===== src/sv/rfs_pkg.sv =====
// rfs_pkg: shared types, constants and helpers of the roi frame statistics block
// no dependencies
`timescale 1ns / 1ps
package rfs_pkg;

  localparam int unsigned PixelBits = 13;
  localparam int unsigned MaxDim    = 8192;
  localparam int unsigned SumBits   = 39;
  localparam int unsigned SqBits    = 52;
  localparam int unsigned CntBits   = 27;
  localparam int unsigned DimBits   = 14;
  localparam int unsigned PosBits   = 13;

  localparam logic [PixelBits-1:0] SatLevel = 13'd8190;
  localparam logic [PixelBits-1:0] MinReset = 13'd8191;
  localparam logic [20:0]          Q8Max    = 21'd2096896;
  localparam logic [16:0]          PctMax   = 17'd102400;
  localparam logic [16:0]          PctScale = 17'd102400;

  // register indexes on the configuration port
  localparam logic [2:0] RegImageWidth   = 3'd0;
  localparam logic [2:0] RegImageHeight  = 3'd1;
  localparam logic [2:0] RegFullFrame    = 3'd2;
  localparam logic [2:0] RegWindowX      = 3'd3;
  localparam logic [2:0] RegWindowY      = 3'd4;
  localparam logic [2:0] RegWindowWidth  = 3'd5;
  localparam logic [2:0] RegWindowHeight = 3'd6;

  typedef struct packed {
    logic [DimBits-1:0] image_width;
    logic [DimBits-1:0] image_height;
    logic               full_frame;
    logic [DimBits-1:0] window_x;
    logic [DimBits-1:0] window_y;
    logic [DimBits-1:0] window_width;
    logic [DimBits-1:0] window_height;
  } cfg_t;

  // frame totals handed from front to back
  typedef struct packed {
    logic [PosBits-1:0]   x0;
    logic [PosBits-1:0]   y0;
    logic [DimBits-1:0]   rw;
    logic [DimBits-1:0]   rh;
    logic [CntBits-1:0]   count;
    logic [SumBits-1:0]   sum;
    logic [SqBits-1:0]    sumsq;
    logic [PixelBits-1:0] min_v;
    logic [PixelBits-1:0] max_v;
    logic [CntBits-1:0]   sat;
  } snap_t;

  function automatic logic [DimBits-1:0] clamp_dim(input logic [DimBits-1:0] v);
    logic [DimBits-1:0] r;
    if (v == '0) r = DimBits'(1);
    else if (v > DimBits'(MaxDim)) r = DimBits'(MaxDim);
    else r = v;
    return r;
  endfunction

endpackage


===== src/sv/rfs_front.sv =====
// rfs_front: raster position tracking, window test and per-pixel accumulation
// depends on rfs_pkg
`timescale 1ns / 1ps
module rfs_front (
  input  logic                           clk_i,
  input  logic                           rst_ni,
  input  rfs_pkg::cfg_t                  cfg_i,
  input  logic                           accept_i,
  input  logic [rfs_pkg::PixelBits-1:0]  pixel_i,
  output logic                           snap_push_o,
  output rfs_pkg::snap_t                 snap_o
);

  logic [rfs_pkg::PosBits-1:0]   col_q, col_d, line_q, line_d;
  logic [rfs_pkg::SumBits-1:0]   sum_q, sum_d;
  logic [rfs_pkg::SqBits-1:0]    sq_q, sq_d;
  logic [rfs_pkg::PixelBits-1:0] min_q, min_d, max_q, max_d;
  logic [rfs_pkg::CntBits-1:0]   sat_q, sat_d;

  logic [rfs_pkg::DimBits-1:0] w, h, rem_w, rem_h, rw, rh;
  logic [rfs_pkg::PosBits-1:0] wm1, hm1, x0, y0;
  logic [rfs_pkg::DimBits:0]   x_end, y_end;
  logic in_win, eol, eof;
  logic [2*rfs_pkg::PixelBits-1:0] pix_sq;
  logic [2*rfs_pkg::DimBits-1:0]   count_full;

  always_comb begin
    w   = rfs_pkg::clamp_dim(cfg_i.image_width);
    h   = rfs_pkg::clamp_dim(cfg_i.image_height);
    wm1 = rfs_pkg::PosBits'(w - 14'd1);
    hm1 = rfs_pkg::PosBits'(h - 14'd1);
    if (cfg_i.full_frame) begin
      x0 = '0;
      y0 = '0;
    end else begin
      x0 = (cfg_i.window_x > {1'b0, wm1}) ? wm1 : cfg_i.window_x[12:0];
      y0 = (cfg_i.window_y > {1'b0, hm1}) ? hm1 : cfg_i.window_y[12:0];
    end
    rem_w = w - {1'b0, x0};
    rem_h = h - {1'b0, y0};
    if (cfg_i.full_frame) begin
      rw = w;
      rh = h;
    end else begin
      rw = (cfg_i.window_width == '0) ? 14'd1 :
           (cfg_i.window_width > rem_w) ? rem_w : cfg_i.window_width;
      rh = (cfg_i.window_height == '0) ? 14'd1 :
           (cfg_i.window_height > rem_h) ? rem_h : cfg_i.window_height;
    end
    x_end  = {2'b0, x0} + {1'b0, rw};
    y_end  = {2'b0, y0} + {1'b0, rh};
    in_win = (col_q >= x0) && ({2'b0, col_q} < x_end) &&
             (line_q >= y0) && ({2'b0, line_q} < y_end);
    // a shrunken size ends the line or frame at once
    eol    = ({1'b0, col_q} + 14'd1) >= w;
    eof    = eol && (({1'b0, line_q} + 14'd1) >= h);
    pix_sq = pixel_i * pixel_i;
    count_full = rw * rh;
  end

  always_comb begin
    sum_d = sum_q;
    sq_d  = sq_q;
    min_d = min_q;
    max_d = max_q;
    sat_d = sat_q;
    if (in_win) begin
      sum_d = sum_q + rfs_pkg::SumBits'(pixel_i);
      sq_d  = sq_q + rfs_pkg::SqBits'(pix_sq);
      if (pixel_i < min_q) min_d = pixel_i;
      if (pixel_i > max_q) max_d = pixel_i;
      if (pixel_i >= rfs_pkg::SatLevel) sat_d = sat_q + 27'd1;
    end
    col_d  = eol ? '0 : col_q + 13'd1;
    line_d = eol ? line_q + 13'd1 : line_q;
  end

  assign snap_push_o  = accept_i && eof;
  assign snap_o.x0    = x0;
  assign snap_o.y0    = y0;
  assign snap_o.rw    = rw;
  assign snap_o.rh    = rh;
  assign snap_o.count = count_full[rfs_pkg::CntBits-1:0];
  assign snap_o.sum   = sum_d;
  assign snap_o.sumsq = sq_d;
  assign snap_o.min_v = min_d;
  assign snap_o.max_v = max_d;
  assign snap_o.sat   = sat_d;

  always_ff @(posedge clk_i or negedge rst_ni) begin
    if (!rst_ni) begin
      col_q  <= '0;
      line_q <= '0;
      sum_q  <= '0;
      sq_q   <= '0;
      min_q  <= rfs_pkg::MinReset;
      max_q  <= '0;
      sat_q  <= '0;
    end else if (accept_i) begin
      if (eof) begin
        col_q  <= '0;
        line_q <= '0;
        sum_q  <= '0;
        sq_q   <= '0;
        min_q  <= rfs_pkg::MinReset;
        max_q  <= '0;
        sat_q  <= '0;
      end else begin
        col_q  <= col_d;
        line_q <= line_d;
        sum_q  <= sum_d;
        sq_q   <= sq_d;
        min_q  <= min_d;
        max_q  <= max_d;
        sat_q  <= sat_d;
      end
    end
  end

endmodule


===== src/sv/rfs_queue.sv =====
// rfs_queue: two-entry queue of frame totals between front and back
// depends on rfs_pkg
`timescale 1ns / 1ps
module rfs_queue (
  input  logic           clk_i,
  input  logic           rst_ni,
  input  logic           push_i,
  input  rfs_pkg::snap_t wdata_i,
  input  logic           pop_i,
  output rfs_pkg::snap_t rdata_o,
  output logic           full_o,
  output logic           empty_o
);

  rfs_pkg::snap_t mem_q [2];
  logic       wr_q, rd_q;
  logic [1:0] cnt_q;

  assign full_o  = (cnt_q == 2'd2);
  assign empty_o = (cnt_q == 2'd0);
  assign rdata_o = mem_q[rd_q];

  always_ff @(posedge clk_i) begin
    if (push_i) mem_q[wr_q] <= wdata_i;
  end

  always_ff @(posedge clk_i or negedge rst_ni) begin
    if (!rst_ni) begin
      wr_q  <= 1'b0;
      rd_q  <= 1'b0;
      cnt_q <= '0;
    end else begin
      if (push_i) wr_q <= ~wr_q;
      if (pop_i) rd_q <= ~rd_q;
      cnt_q <= cnt_q + 2'(push_i) - 2'(pop_i);
    end
  end

endmodule


===== src/sv/rfs_back.sv =====
// rfs_back: end-of-frame sequencer with shared serial multiplier, root and divider
// depends on rfs_pkg
`timescale 1ns / 1ps
module rfs_back (
  input  logic                          clk_i,
  input  logic                          rst_ni,
  input  logic                          q_empty_i,
  input  rfs_pkg::snap_t                q_data_i,
  output logic                          q_pop_o,
  input  logic                          out_pop_i,
  output logic                          out_valid_o,
  output rfs_pkg::snap_t                out_snap_o,
  output logic [20:0]                   out_mean_o,
  output logic [20:0]                   out_std_o,
  output logic [16:0]                   out_pct_o
);

  localparam logic [2:0] StIdle = 3'd0;
  localparam logic [2:0] StMul  = 3'd1;
  localparam logic [2:0] StSub  = 3'd2;
  localparam logic [2:0] StRoot = 3'd3;
  localparam logic [2:0] StDiv  = 3'd4;
  localparam logic [2:0] StDone = 3'd5;

  localparam logic [5:0] MulLast  = 6'd38;
  localparam logic [5:0] RootLast = 6'd47;
  localparam logic [5:0] DivLast  = 6'd47;

  logic [2:0] state_q, state_d;
  logic [1:0] phase_q, phase_d;
  logic [5:0] step_q, step_d;

  rfs_pkg::snap_t snap_q, snap_d;
  logic [79:0] acc_q, acc_d, mcand_q, mcand_d, a_q, a_d, acc_nxt, diff;
  logic [38:0] mplier_q, mplier_d;
  logic [43:0] pnum_q, pnum_d;
  logic [95:0] rad_q, rad_d;
  logic [51:0] srem_q, srem_d, srem_sh, trial;
  logic [47:0] root_q, root_d, root_nxt;
  logic [47:0] dvd_q, dvd_d, quo_q, quo_d, quo_nxt;
  logic [27:0] drem_q, drem_d, drem_sh;
  logic [20:0] std_q, std_d, mean_q, mean_d, out_mean_q, out_mean_d, out_std_q, out_std_d;
  logic [16:0] out_pct_q, out_pct_d, pct_sat;
  logic [20:0] q8_sat;
  logic        out_valid_q, out_valid_d;
  rfs_pkg::snap_t out_snap_q, out_snap_d;

  always_comb begin
    acc_nxt  = mplier_q[0] ? acc_q + mcand_q : acc_q;
    diff     = (a_q > acc_q) ? a_q - acc_q : '0;
    srem_sh  = {srem_q[49:0], rad_q[95:94]};
    trial    = {2'b0, root_q, 2'b01};
    root_nxt = (srem_sh >= trial) ? {root_q[46:0], 1'b1} : {root_q[46:0], 1'b0};
    drem_sh  = {drem_q[26:0], dvd_q[47]};
    quo_nxt  = (drem_sh >= {1'b0, snap_q.count}) ? {quo_q[46:0], 1'b1} : {quo_q[46:0], 1'b0};
    q8_sat   = (quo_nxt > 48'(rfs_pkg::Q8Max)) ? rfs_pkg::Q8Max : quo_nxt[20:0];
    pct_sat  = (quo_nxt > 48'(rfs_pkg::PctMax)) ? rfs_pkg::PctMax : quo_nxt[16:0];
  end

  always_comb begin
    state_d     = state_q;
    phase_d     = phase_q;
    step_d      = step_q;
    snap_d      = snap_q;
    acc_d       = acc_q;
    mcand_d     = mcand_q;
    mplier_d    = mplier_q;
    a_d         = a_q;
    pnum_d      = pnum_q;
    rad_d       = rad_q;
    srem_d      = srem_q;
    root_d      = root_q;
    dvd_d       = dvd_q;
    quo_d       = quo_q;
    drem_d      = drem_q;
    std_d       = std_q;
    mean_d      = mean_q;
    out_snap_d  = out_snap_q;
    out_mean_d  = out_mean_q;
    out_std_d   = out_std_q;
    out_pct_d   = out_pct_q;
    out_valid_d = out_valid_q && !out_pop_i;
    q_pop_o     = 1'b0;
    unique case (state_q)
      StIdle: begin
        if (!q_empty_i) begin
          q_pop_o  = 1'b1;
          snap_d   = q_data_i;
          acc_d    = '0;
          mcand_d  = 80'(rfs_pkg::PctScale);
          mplier_d = 39'(q_data_i.sat);
          phase_d  = 2'd0;
          step_d   = '0;
          state_d  = StMul;
        end
      end
      StMul: begin
        acc_d    = acc_nxt;
        mcand_d  = {mcand_q[78:0], 1'b0};
        mplier_d = {1'b0, mplier_q[38:1]};
        step_d   = step_q + 6'd1;
        if (step_q == MulLast) begin
          step_d = '0;
          acc_d  = '0;
          unique case (phase_q)
            2'd0: begin
              pnum_d   = acc_nxt[43:0];
              mcand_d  = 80'(snap_q.sumsq);
              mplier_d = 39'(snap_q.count);
              phase_d  = 2'd1;
            end
            2'd1: begin
              a_d      = acc_nxt;
              mcand_d  = 80'(snap_q.sum);
              mplier_d = snap_q.sum;
              phase_d  = 2'd2;
            end
            default: begin
              acc_d   = acc_nxt;
              state_d = StSub;
            end
          endcase
        end
      end
      StSub: begin
        rad_d   = {diff, 16'b0};
        srem_d  = '0;
        root_d  = '0;
        step_d  = '0;
        state_d = StRoot;
      end
      StRoot: begin
        srem_d = (srem_sh >= trial) ? srem_sh - trial : srem_sh;
        root_d = root_nxt;
        rad_d  = {rad_q[93:0], 2'b0};
        step_d = step_q + 6'd1;
        if (step_q == RootLast) begin
          dvd_d   = root_nxt;
          drem_d  = '0;
          quo_d   = '0;
          step_d  = '0;
          phase_d = 2'd0;
          state_d = StDiv;
        end
      end
      StDiv: begin
        drem_d = (drem_sh >= {1'b0, snap_q.count}) ? drem_sh - {1'b0, snap_q.count} : drem_sh;
        quo_d  = quo_nxt;
        dvd_d  = {dvd_q[46:0], 1'b0};
        step_d = step_q + 6'd1;
        if (step_q == DivLast) begin
          drem_d = '0;
          quo_d  = '0;
          step_d = '0;
          unique case (phase_q)
            2'd0: begin
              std_d   = q8_sat;
              dvd_d   = {1'b0, snap_q.sum, 8'b0};
              phase_d = 2'd1;
            end
            2'd1: begin
              mean_d  = q8_sat;
              dvd_d   = {4'b0, pnum_q};
              phase_d = 2'd2;
            end
            default: begin
              out_pct_d = pct_sat;
              state_d   = StDone;
            end
          endcase
        end
      end
      StDone: begin
        if (!out_valid_q || out_pop_i) begin
          out_snap_d  = snap_q;
          out_mean_d  = mean_q;
          out_std_d   = std_q;
          out_valid_d = 1'b1;
          state_d     = StIdle;
        end
      end
      default: state_d = StIdle;
    endcase
  end

  // the percent result is parked until the output register frees up
  always_ff @(posedge clk_i) begin
    snap_q   <= snap_d;
    acc_q    <= acc_d;
    mcand_q  <= mcand_d;
    mplier_q <= mplier_d;
    a_q      <= a_d;
    pnum_q   <= pnum_d;
    rad_q    <= rad_d;
    srem_q   <= srem_d;
    root_q   <= root_d;
    dvd_q    <= dvd_d;
    quo_q    <= quo_d;
    drem_q   <= drem_d;
    std_q    <= std_d;
    mean_q   <= mean_d;
    out_snap_q <= out_snap_d;
    out_mean_q <= out_mean_d;
    out_std_q  <= out_std_d;
  end

  logic [16:0] pct_hold_q;
  always_ff @(posedge clk_i) begin
    if (state_q == StDiv) pct_hold_q <= out_pct_d;
    if (state_q == StDone && (!out_valid_q || out_pop_i)) out_pct_q <= pct_hold_q;
  end

  always_ff @(posedge clk_i or negedge rst_ni) begin
    if (!rst_ni) begin
      state_q     <= StIdle;
      phase_q     <= '0;
      step_q      <= '0;
      out_valid_q <= 1'b0;
    end else begin
      state_q     <= state_d;
      phase_q     <= phase_d;
      step_q      <= step_d;
      out_valid_q <= out_valid_d;
    end
  end

  assign out_valid_o = out_valid_q;
  assign out_snap_o  = out_snap_q;
  assign out_mean_o  = out_mean_q;
  assign out_std_o   = out_std_q;
  assign out_pct_o   = out_pct_q;

endmodule


===== src/sv/roi_frame_statistics_core.sv =====
// roi_frame_statistics_core: top level with configuration registers, front, queue, back
// depends on rfs_pkg, rfs_front, rfs_queue, rfs_back
//
// channel   | direction | handshake              | payload
// config    | in        | psel/penable/pwrite    | paddr, pwdata, prdata
// pixels    | in        | push, full             | pixel_value_i
// results   | out       | empty, pop             | used_x_o .. saturation_pct_q10_o
//
// a pixel is taken every cycle while the totals queue has room
// after the last pixel the back end steps through queue pickup, three 39-step serial
// multiplies, a subtract, a 48-step square root, three 48-step divides and output load
// two frames of totals may queue while a result waits to be popped
// full is high while the totals queue holds two frames; reset clears all counters
`timescale 1ns / 1ps
module roi_frame_statistics_core (
  input  logic        clk_i,
  input  logic        rst_ni,
  input  logic        psel,
  input  logic        penable,
  input  logic        pwrite,
  input  logic [4:0]  paddr,
  input  logic [31:0] pwdata,
  output logic [31:0] prdata,
  output logic        pready,
  input  logic        push,
  output logic        full,
  input  logic [12:0] pixel_value_i,
  output logic        empty,
  input  logic        pop,
  output logic [12:0] used_x_o,
  output logic [12:0] used_y_o,
  output logic [13:0] used_width_o,
  output logic [13:0] used_height_o,
  output logic [26:0] pixel_count_o,
  output logic [12:0] min_value_o,
  output logic [12:0] max_value_o,
  output logic [20:0] mean_q8_o,
  output logic [20:0] std_q8_o,
  output logic [26:0] saturated_count_o,
  output logic [16:0] saturation_pct_q10_o
);

  rfs_pkg::cfg_t  cfg_q;
  rfs_pkg::snap_t snap_in, snap_out, res_snap;
  logic snap_push, q_pop, q_full, q_empty, out_valid, accept, wr_en;
  logic [2:0] reg_idx;

  assign pready  = 1'b1;
  assign wr_en   = psel && penable && pwrite;
  assign reg_idx = paddr[4:2];

  always_ff @(posedge clk_i or negedge rst_ni) begin
    if (!rst_ni) begin
      cfg_q.image_width   <= 14'd1024;
      cfg_q.image_height  <= 14'd1024;
      cfg_q.full_frame    <= 1'b1;
      cfg_q.window_x      <= 14'd512;
      cfg_q.window_y      <= 14'd512;
      cfg_q.window_width  <= 14'd1024;
      cfg_q.window_height <= 14'd1024;
    end else if (wr_en) begin
      unique case (reg_idx)
        rfs_pkg::RegImageWidth:   cfg_q.image_width   <= pwdata[13:0];
        rfs_pkg::RegImageHeight:  cfg_q.image_height  <= pwdata[13:0];
        rfs_pkg::RegFullFrame:    cfg_q.full_frame    <= pwdata[0];
        rfs_pkg::RegWindowX:      cfg_q.window_x      <= pwdata[13:0];
        rfs_pkg::RegWindowY:      cfg_q.window_y      <= pwdata[13:0];
        rfs_pkg::RegWindowWidth:  cfg_q.window_width  <= pwdata[13:0];
        rfs_pkg::RegWindowHeight: cfg_q.window_height <= pwdata[13:0];
        default: ;
      endcase
    end
  end

  always_comb begin
    unique case (reg_idx)
      rfs_pkg::RegImageWidth:   prdata = 32'(cfg_q.image_width);
      rfs_pkg::RegImageHeight:  prdata = 32'(cfg_q.image_height);
      rfs_pkg::RegFullFrame:    prdata = 32'(cfg_q.full_frame);
      rfs_pkg::RegWindowX:      prdata = 32'(cfg_q.window_x);
      rfs_pkg::RegWindowY:      prdata = 32'(cfg_q.window_y);
      rfs_pkg::RegWindowWidth:  prdata = 32'(cfg_q.window_width);
      rfs_pkg::RegWindowHeight: prdata = 32'(cfg_q.window_height);
      default:                  prdata = '0;
    endcase
  end

  assign full   = q_full;
  assign accept = push && !q_full;

  rfs_front u_front (
    .clk_i       (clk_i),
    .rst_ni      (rst_ni),
    .cfg_i       (cfg_q),
    .accept_i    (accept),
    .pixel_i     (pixel_value_i),
    .snap_push_o (snap_push),
    .snap_o      (snap_in)
  );

  rfs_queue u_queue (
    .clk_i   (clk_i),
    .rst_ni  (rst_ni),
    .push_i  (snap_push),
    .wdata_i (snap_in),
    .pop_i   (q_pop),
    .rdata_o (snap_out),
    .full_o  (q_full),
    .empty_o (q_empty)
  );

  rfs_back u_back (
    .clk_i       (clk_i),
    .rst_ni      (rst_ni),
    .q_empty_i   (q_empty),
    .q_data_i    (snap_out),
    .q_pop_o     (q_pop),
    .out_pop_i   (pop && out_valid),
    .out_valid_o (out_valid),
    .out_snap_o  (res_snap),
    .out_mean_o  (mean_q8_o),
    .out_std_o   (std_q8_o),
    .out_pct_o   (saturation_pct_q10_o)
  );

  assign empty             = !out_valid;
  assign used_x_o          = res_snap.x0;
  assign used_y_o          = res_snap.y0;
  assign used_width_o      = res_snap.rw;
  assign used_height_o     = res_snap.rh;
  assign pixel_count_o     = res_snap.count;
  assign min_value_o       = res_snap.min_v;
  assign max_value_o       = res_snap.max_v;
  assign saturated_count_o = res_snap.sat;

`ifndef ASSERT_OFF
  a_no_push_when_full: assert property (@(posedge clk_i) disable iff (!rst_ni)
    !(snap_push && q_full)) else $error("totals pushed into a full queue");
  a_no_pop_when_empty: assert property (@(posedge clk_i) disable iff (!rst_ni)
    !(q_pop && q_empty)) else $error("totals popped from an empty queue");
  a_mean_range: assert property (@(posedge clk_i) disable iff (!rst_ni)
    !empty |-> (mean_q8_o <= rfs_pkg::Q8Max && std_q8_o <= rfs_pkg::Q8Max))
    else $error("mean or deviation above range");
  a_pct_range: assert property (@(posedge clk_i) disable iff (!rst_ni)
    !empty |-> saturation_pct_q10_o <= rfs_pkg::PctMax)
    else $error("saturation share above range");
`endif

endmodule


===== config.mk =====
export PLATFORM = sky130hd
export DESIGN_NAME = roi_frame_statistics_core
export DESIGN_NICKNAME = d
export VERILOG_FILES = /design/src/sv/rfs_pkg.sv /design/src/sv/rfs_front.sv /design/src/sv/rfs_queue.sv /design/src/sv/rfs_back.sv /design/src/sv/roi_frame_statistics_core.sv
export SDC_FILE = /design/constraint.sdc
export NUM_CORES = 2
export LEC_CHECK = 0
export ABC_AREA = 1
export BUFFER_PORTS_ARGS = -buffer_cell sky130_fd_sc_hd__buf_4
export CORE_UTILIZATION = 30
export CTS_BUF_LIST = sky130_fd_sc_hd__clkbuf_8
export CTS_CLUSTER_SIZE = 30
export DETAILED_ROUTE_END_ITERATION = 6
export PLACE_DENSITY_LB_ADDON = 0.1
export SETUP_SLACK_MARGIN = 0.15
export SLEW_MARGIN = 0
export SYNTH_ARGS = -nofsm -noshare
export SYNTH_HDL_FRONTEND = slang
export SYNTH_HIERARCHICAL = 1
export SYNTH_SLANG_ARGS = --single-unit

===== constraint.sdc =====
create_clock -name clk_i -period 21.2 [get_ports clk_i]
set_input_delay 4.24 -clock clk_i [delete_from_list [all_inputs] [get_ports clk_i]]
set_output_delay 4.24 -clock clk_i [all_outputs]
set_load 0.1 [all_outputs]

==> summary.md <==
| Metric | Value |
|---|---|
| Status | finished clean |
| Die Span Y | roughly 620 microns |
| CTS root buffer | clkbuf_8 |
| Syn Inst Count | 13,900 |
| Pin count of the biggest net entering global routing | around 210 |
| Maximum clock insertion buffer count | 4 |
| Drt wl/cell | just over 20 microns |
| Max-slew violation count | 0 |
| Min Hold Slack | about 400 ps |
| Worst hold path type | reg -> reg |
| CP max FO | 23 |
| Fill cells | 41,500 |
| Final setup vio count | 0 |
| Initial antenna violation count | 19 |
| CTS tree | yes |
| WP data required | roughly 22,000 ps |
| Final Critical Period | around 15,000 ps |
| Unrepaired setup endpoints after global routing | no |
| Overall routed net length | between 400 and 500 mm |
| Dpl hpwl | about 310 mm |
| I/O Buffers | between 200 and 250 |
| Core area | between 300,000 and 400,000 sq um |
| Die width | about 620 microns |
| Total Routing Usage GR | 0.204 |
| Post_cts resized | 0 |
| H-tree depth | 5 |
| Die area | slightly below 400,000 sq um |
| Hold Violations, Final | 0 |
| Rows | 228 |
| GPL Wtd Cong | between 0.9 and 1 |
| Cell repeated most along the worst path | nand2_1 |
| DRT iter0 DRCs | 6,394 |
| Worst path arrival time | between 15,000 and 20,000 ps |
| Placed insts | 19,100 |
| Via density | between 4 and 5 |
| Via count | 92,900 |
| Reg clk slew, reported paths | roughly 60 ps |
| Slowest-stage cell, CP | nor3_1 |
| CTS Buf Count | 351 |
| Final period util | 0.704 |
| Max frequency | between 60 and 70 MHz |
| # Post-CTS Setup Buffers | 0 |
| Area Growth Syn to Fin | 12.2% |
| Clock Skew | slightly below 80 ps |
| Final Non-Filler Cells | 19,700 |
| Mapped Avg Cell Area | about 8.3 sq um |
| Remaining Overflow, GRT | 0 |
| Drt first pass iters | 6 |
| Yosys Warn Count | 6 |
| Hold buffer count at CTS | 0 |
| Share of layout cells above drive strength 1 | 0.0672 |
| Worst-skew pair later-pin latency | approximately 1100 ps |
| CP endpoint kind | flip-flop |
| Worst path max stage delay | just under 800 ps |
| Worst Path Class, Setup | reg -> reg |
| IO Count | ~290 |
| Max_slew headroom | 0.169 |
| Mapped Area | between 100,000 and 150,000 sq um |
| Nets | about 15,000 |
| Vias in the first global route | about 91,000 |
| Residual DRC | 0 |
| Starting Density | 0.301 |
| Antenna Nets Post-Route | 0 |
| CP startpoint kind | flip-flop |
| CTS Sinks | around 1,800 |
| First-pass GRT wire length | 601 mm |
| Final TNS setup | 0 ps |
| Max Cap Viol | 0 |
| Slew at the pin with the worst max-slew slack | about 1200 ps |
## critical path: cells and delay by family, from the launching register on
| family | cells | cell delay [ps] |
|---|---|---|
| XOR/XNOR | 2 | 430 |
| adder cells (fa/ha/maj) | 11 | 4620 |
| flip-flops | 1 | 600 |
| AO/OA/AOI/OAI | 11 | 2230 |
| AND/OR/NAND/NOR | 31 | 4850 |
| buffers and inverters | 14 | 1910 |
## layout make-up
cell class / count / area [sq um] / share of cell area
flip-flops and latches: 1821 / 53400 / 0.409
multi-input cells: 9425 / 52300 / 0.401
inverters: 2292 / 8620 / 0.0661
well taps: 5175 / 6470 / 0.0496
clock buffers: 367 / 5050 / 0.0387
repair buffers: 349 / 2700 / 0.0207
clock inverters: 278 / 1900 / 0.0146
diodes: 8 / 20.0 / 0.000153
## routing by layer
layer	vias to the layer above	routed length, microns	part of all wire	GRT usage
met5	-	39	0.000096	0
met2	1899	182000	0.45	0.323
met4	6	11500	0.028	0.0568
met3	536	15800	0.039	0.0205
met1	44600	199000	0.49	0.296
li1	45900	-	-	-
## layout by cell type, fill, tap and decap left out, types with 41 or more instances in the layout
cell type	n
ha_1	634
o21ai_0	714
nor3_1	111
o2111ai_1	61
clkinv_1	72
xnor2_1	159
dfrtp_1	250
inv_1	2384
edfxtp_1	1550
nand3_1	606
o21bai_1	42
o21ai_1	67
and2_1	41
nand2_1	4141
nor2_1	1146
nand4_1	298
nand2_2	45
a21oi_1	552
xor2_1	186
fa_1	266
nor4_1	43
clkbuf_8	367
o211ai_1	50
buf_4	342
## state kept, by name, indices dropped and copies added (netlist names), 50 cells and up
| name | flops |
|---|---|
| u_back/a_q | 80 |
| cfg_q | 85 |
| u_back/acc_q | 80 |
| u_back/mcand_q | 80 |
| u_back/srem_q | 50 |
| u_back/snap_q | 225 |
| u_queue/mem_q | 450 |
| u_back/out_snap_o | 134 |
| u_front/sq_q | 52 |
| u_back/rad_q | 80 |
## final timing paths
path	from	end	slack, ps	cells past startpoint
worst max-delay path	cfg_q[81]	u_queue/mem_q[0][167]	6280	69
worst max register to register	cfg_q[81]	u_queue/mem_q[0][167]	6280	69
min in group asynchronous	rst_ni	u_front/max_q[3]	3080	1
max in group asynchronous	rst_ni	u_front/line_q[0]	14420	5
worst min register to register	u_back/snap_q[4]	u_back/out_snap_o[4]	400	0
worst min-delay path	u_back/snap_q[4]	u_back/out_snap_o[4]	400	0
## per-stage QoR
step	util	setup slack [ps]	cell area [sq um]
final	0.338	6280	130000
after global routing	0.338	5160	130000
after CTS	0.338	6160	130000
after detailed placement	0.320	6230	124000
after global placement	0.320	6230	124000
after floorplan	-	2560	116000
Power is not shown: default switching activity piles up to over one toggle a cycle in this logic, so the estimate is an artifact.
